File: config.mk
export PLATFORM = sky130hd
export DESIGN_NAME = chgs_ram
export DESIGN_NICKNAME = d
export VERILOG_FILES = /design/src/hdl/chgs_ram.sv
export SDC_FILE = /design/constraint.sdc
export NUM_CORES = 2
export LEC_CHECK = 0
export BUFFER_PORTS_ARGS = -buffer_cell sky130_fd_sc_hd__buf_2
export CAP_MARGIN = 10
export CORE_MARGIN = 2
export CORE_UTILIZATION = 40
export DETAILED_ROUTE_END_ITERATION = 10
export SLEW_MARGIN = 15
export SYNTH_ARGS = -nofsm -noshare
export SYNTH_HDL_FRONTEND = slang
export SYNTH_SLANG_ARGS = --single-unit
File: constraint.sdc
create_clock -name clk -period 8.7 [get_ports clk]
set_clock_uncertainty 0.2 [all_clocks]
set_input_delay 1.305 -clock clk [delete_from_list [all_inputs] [get_ports clk]]
set_output_delay 1.305 -clock clk [all_outputs]
set_load 0.05 [all_outputs]
File: src/hdl/chgs_ram.sv
// Generic single-write, single-read RAM with registered read data.
`default_nettype none
module chgs_ram #(
	parameter int W = 32,
	parameter int D = 64
) (
	input  wire logic                 clk,
	input  wire logic                 we,
	input  wire logic [$clog2(D)-1:0] waddr,
	input  wire logic [W-1:0]         wdata,
	input  wire logic [$clog2(D)-1:0] raddr,
	output logic      [W-1:0]         rdata
);
	logic [W-1:0] mem_q [D];

	always_ff @(posedge clk) begin
		if (we) begin
			mem_q[waddr] <= wdata;
		end
		rdata <= mem_q[raddr];
	end
endmodule
`default_nettype wire

==> summary.md <==
| Metric | Value |
|---|---|
| Critical path fanouts, max | 48 |
| Final Power | 20.9 mW |
| WL/cell | 31.8 µm |
| Status | finished, final reports clean |
| CTS Buffer Depth | 3 |
| Port bufs | 77 |
| DRC Markers | 0 |
| Post-Syn Area per Cell | 23.6 µm² |
| WL final | 201,000 µm |
| Worst skew pair latency | 0.84 ns |
| Synth area leader | edfxtp_1 |
| Fmax | 250 MHz |
| Max_cap viols | 0 |
| Sw Ratio | 21.2% |
| Setup TNS | 0 ns |
| DR vias | 36,934 |
| DRT iter0 DRCs | 4,487 |
| Mapped Area | 0.0785 mm² |
| Starting Density | 40.3% |
| Area contributors post-synth | edfxtp_1 (78%), mux4_2 (16%), mux2i_1 (1.2%) |
| Fin util | 45.8% |
| RSZ-0062 raised after global routing | false |
| CTS resizes | 0 |
| Core Rows | 162 |
| Dpl cell area | 0.0827 mm² |
| Clock power share | 41.8% |
| Post-Syn Nets | 3,370 |
| Pins Over Slew Limit | 0 |
| Final instance area | 0.0894 mm² |
| Global-route wire length before repair | 283,000 µm |
| WHS Path Cells | 4 |
| Nets@finish | 3,573 |
| Largest net degree at the start of global routing | 108 |
| WP data required | 9.19 ns |
| IO Pins | 78 |
| # H-tree levels | 4 |
| P_sw | 4.44 mW |
| Setup bufs post-CTS | 0 |
| Vias in the first global route | 36,706 |
| Worst Hold Class | reg -> reg |
| Compound-Gate Fraction of Synth Area | 1.67% |
| Synth warn | 0 |
| Via density per instance | 5.84 |
| Post-cts hold buffer count | 0 |
| Clk sinks | 2,080 |
| Root buf cell | clkbuf_16 |
| Final period utilization | 46.1% |
| CP endpoint kind | flop |
| Lkg Pwr | 27.5 nW |
| CP Class | in -> reg |
| Top_reg_cell synth | edfxtp_1 |
| CTS tree | yes |
| TritonCTS buffer count | 204 |
| Detailed Routing Iterations Pass 1 | 7 |
| Tightest Pin Transition | 1.16 ns |
| Post-synthesis mux area share | 16.8% |
| Sequential area share after synthesis | 79.1% |
| Commonest non-fill, non-tap cell in the layout | edfxtp_1 |
| Synth unique cells | 34 |
| Largest family of logic cells by synthesized area | multiplexers |
| Post-synthesis simple-gate area fraction | 1.27% |
| Max-slew headroom | 22.9% |
| Initial antenna violation count | 17 |
| Grt ovf | 0 |
| Power Internal | 16.5 mW |
| Power per cell area | 234 mW/mm² |
| Reg power frac | 53.3% |
| Post-Synth Adder-Cell Area | 0% |
| EDFF count, synth | 2,048 |
| Die span in y | 447 µm |
| Total GRT Usage | 20.1% |
| Die area | 0.200 mm² |
| Commonest cells after routing, fill and taps aside | edfxtp_1 (2,048), mux4_2 (544), clkbuf_16 (209) |
| CTS clk-pin slew, worst paths | 0.06 ns |
| Final setup viols | 0 |
| Crit path time final | 4.01 ns |
| Cell count after synthesis | 3,324 |
| Post-synth top area share | 78.3% |
| VDD IR max | 199 µV |
| Detail Placement HPWL | 105,000 µm |
| Crit path DAT | 4.50 ns |
| Core area | 0.195 mm² |
| Flops & latches, synth | 2,080 |
| Area growth from synthesis to layout | 13.8% |
| Synth Area in XOR/XNOR | 0% |
| Final antenna-violating net count | 0 |
| Ys async rst share | 0% |
| Final number of hold-violating endpoints | 0 |
| Layout cells sized above 1 | 29.2% |
| Comb power frac | 4.9% |
| RePlAce Congestion | 0.769 |
| Die W | 447 µm |
| Reg2Reg Depth | 4 |
| Startpoint Class | primary input |
## metal layers
metal	track usage [%]	vias to the layer above	share of wire, %
li1	-	14696	-
met1	29.1	20383	42
met2	32.0	1543	48
met3	2.84	304	7.2
met4	5.75	8	2.4
met5	0	-	0.022
## metrics by stage
stage	instances	worst slack, ns	hold WS, ns
floorplan	3324	4.04	0.463
global placement	5944	3.84	0.534
detailed placement	5944	3.81	0.561
CTS	6321	4.71	0.575
global route	6325	4.69	0.658
finish	6329	4.69	0.574
## power by group through the flow
| stage | clock (mW) | combinational [mW] | sequential, mW |
|---|---|---|---|
| 6_report | 8.73 | 1.03 | 11.1 |
| 2_1_floorplan | 0 | 0.540 | 11.4 |
| 3_5_place_dp | 0 | 1.04 | 11.4 |
| 5_1_grt | 9.27 | 1.09 | 11.1 |
| 3_3_place_gp | 0 | 1.03 | 11.4 |
| 4_1_cts | 8.87 | 1.05 | 11.2 |
## logic make-up (layout without fill, tap and decap cells)
group,after synthesis,after routing
flops,2080,2080
other cells,0,7
mux,637,637
compound gates,202,202
simple gates,223,223
buf+inv,182,556
## Yosys cell counts, types with 12 or more instances
| library cell | count |
|---|---|
| edfxtp_1 | 2048 |
| mux4_2 | 544 |
| nor2_1 | 137 |
| mux2i_1 | 93 |
| o22ai_1 | 84 |
| clkbuf_1 | 74 |
| a21oi_1 | 62 |
| buf_2 | 57 |
| dfxtp_1 | 32 |
| o221ai_1 | 27 |
| nand2_1 | 26 |
| buf_4 | 25 |
| buf_1 | 21 |
| nor2b_1 | 15 |
| a22oi_1 | 12 |
## layout make-up
class / count / area, µm²
Timing Repair Buffer: 179 / 1340
Clock buffer: 272 / 5580
Sequential cell: 2080 / 62100
Tap cell: 2624 / 3280
Fill cell: 16097 / 106000
Clock inverter: 105 / 1060
Multi-Input combinational cell: 1062 / 16000
Antenna cell: 7 / 17.5
## critical path, stage by stage
cell and delay (ns):
buf_6 0.47, buf_4 0.63, nand2_1 0.85, o22ai_1 0.41, nor2_1 0.08, a21oi_1 0.51, nor2_1 0.09
## final timing paths
kind | startpoint | endpoint | slack (ns)
setup / recovery | raddr[3] | rdata[2] | 4.69
hold reg to reg | mem_q[28][4] | rdata[4] | 0.57
hold / removal | mem_q[28][4] | rdata[4] | 0.57
setup reg to reg | mem_q[34][0] | rdata[0] | 6.38
## sequential cells by signal (all words and copies together), names as in the netlist
register	flops
mem_q	2048
rdata	32
Power figures use the tool's default switching activity.
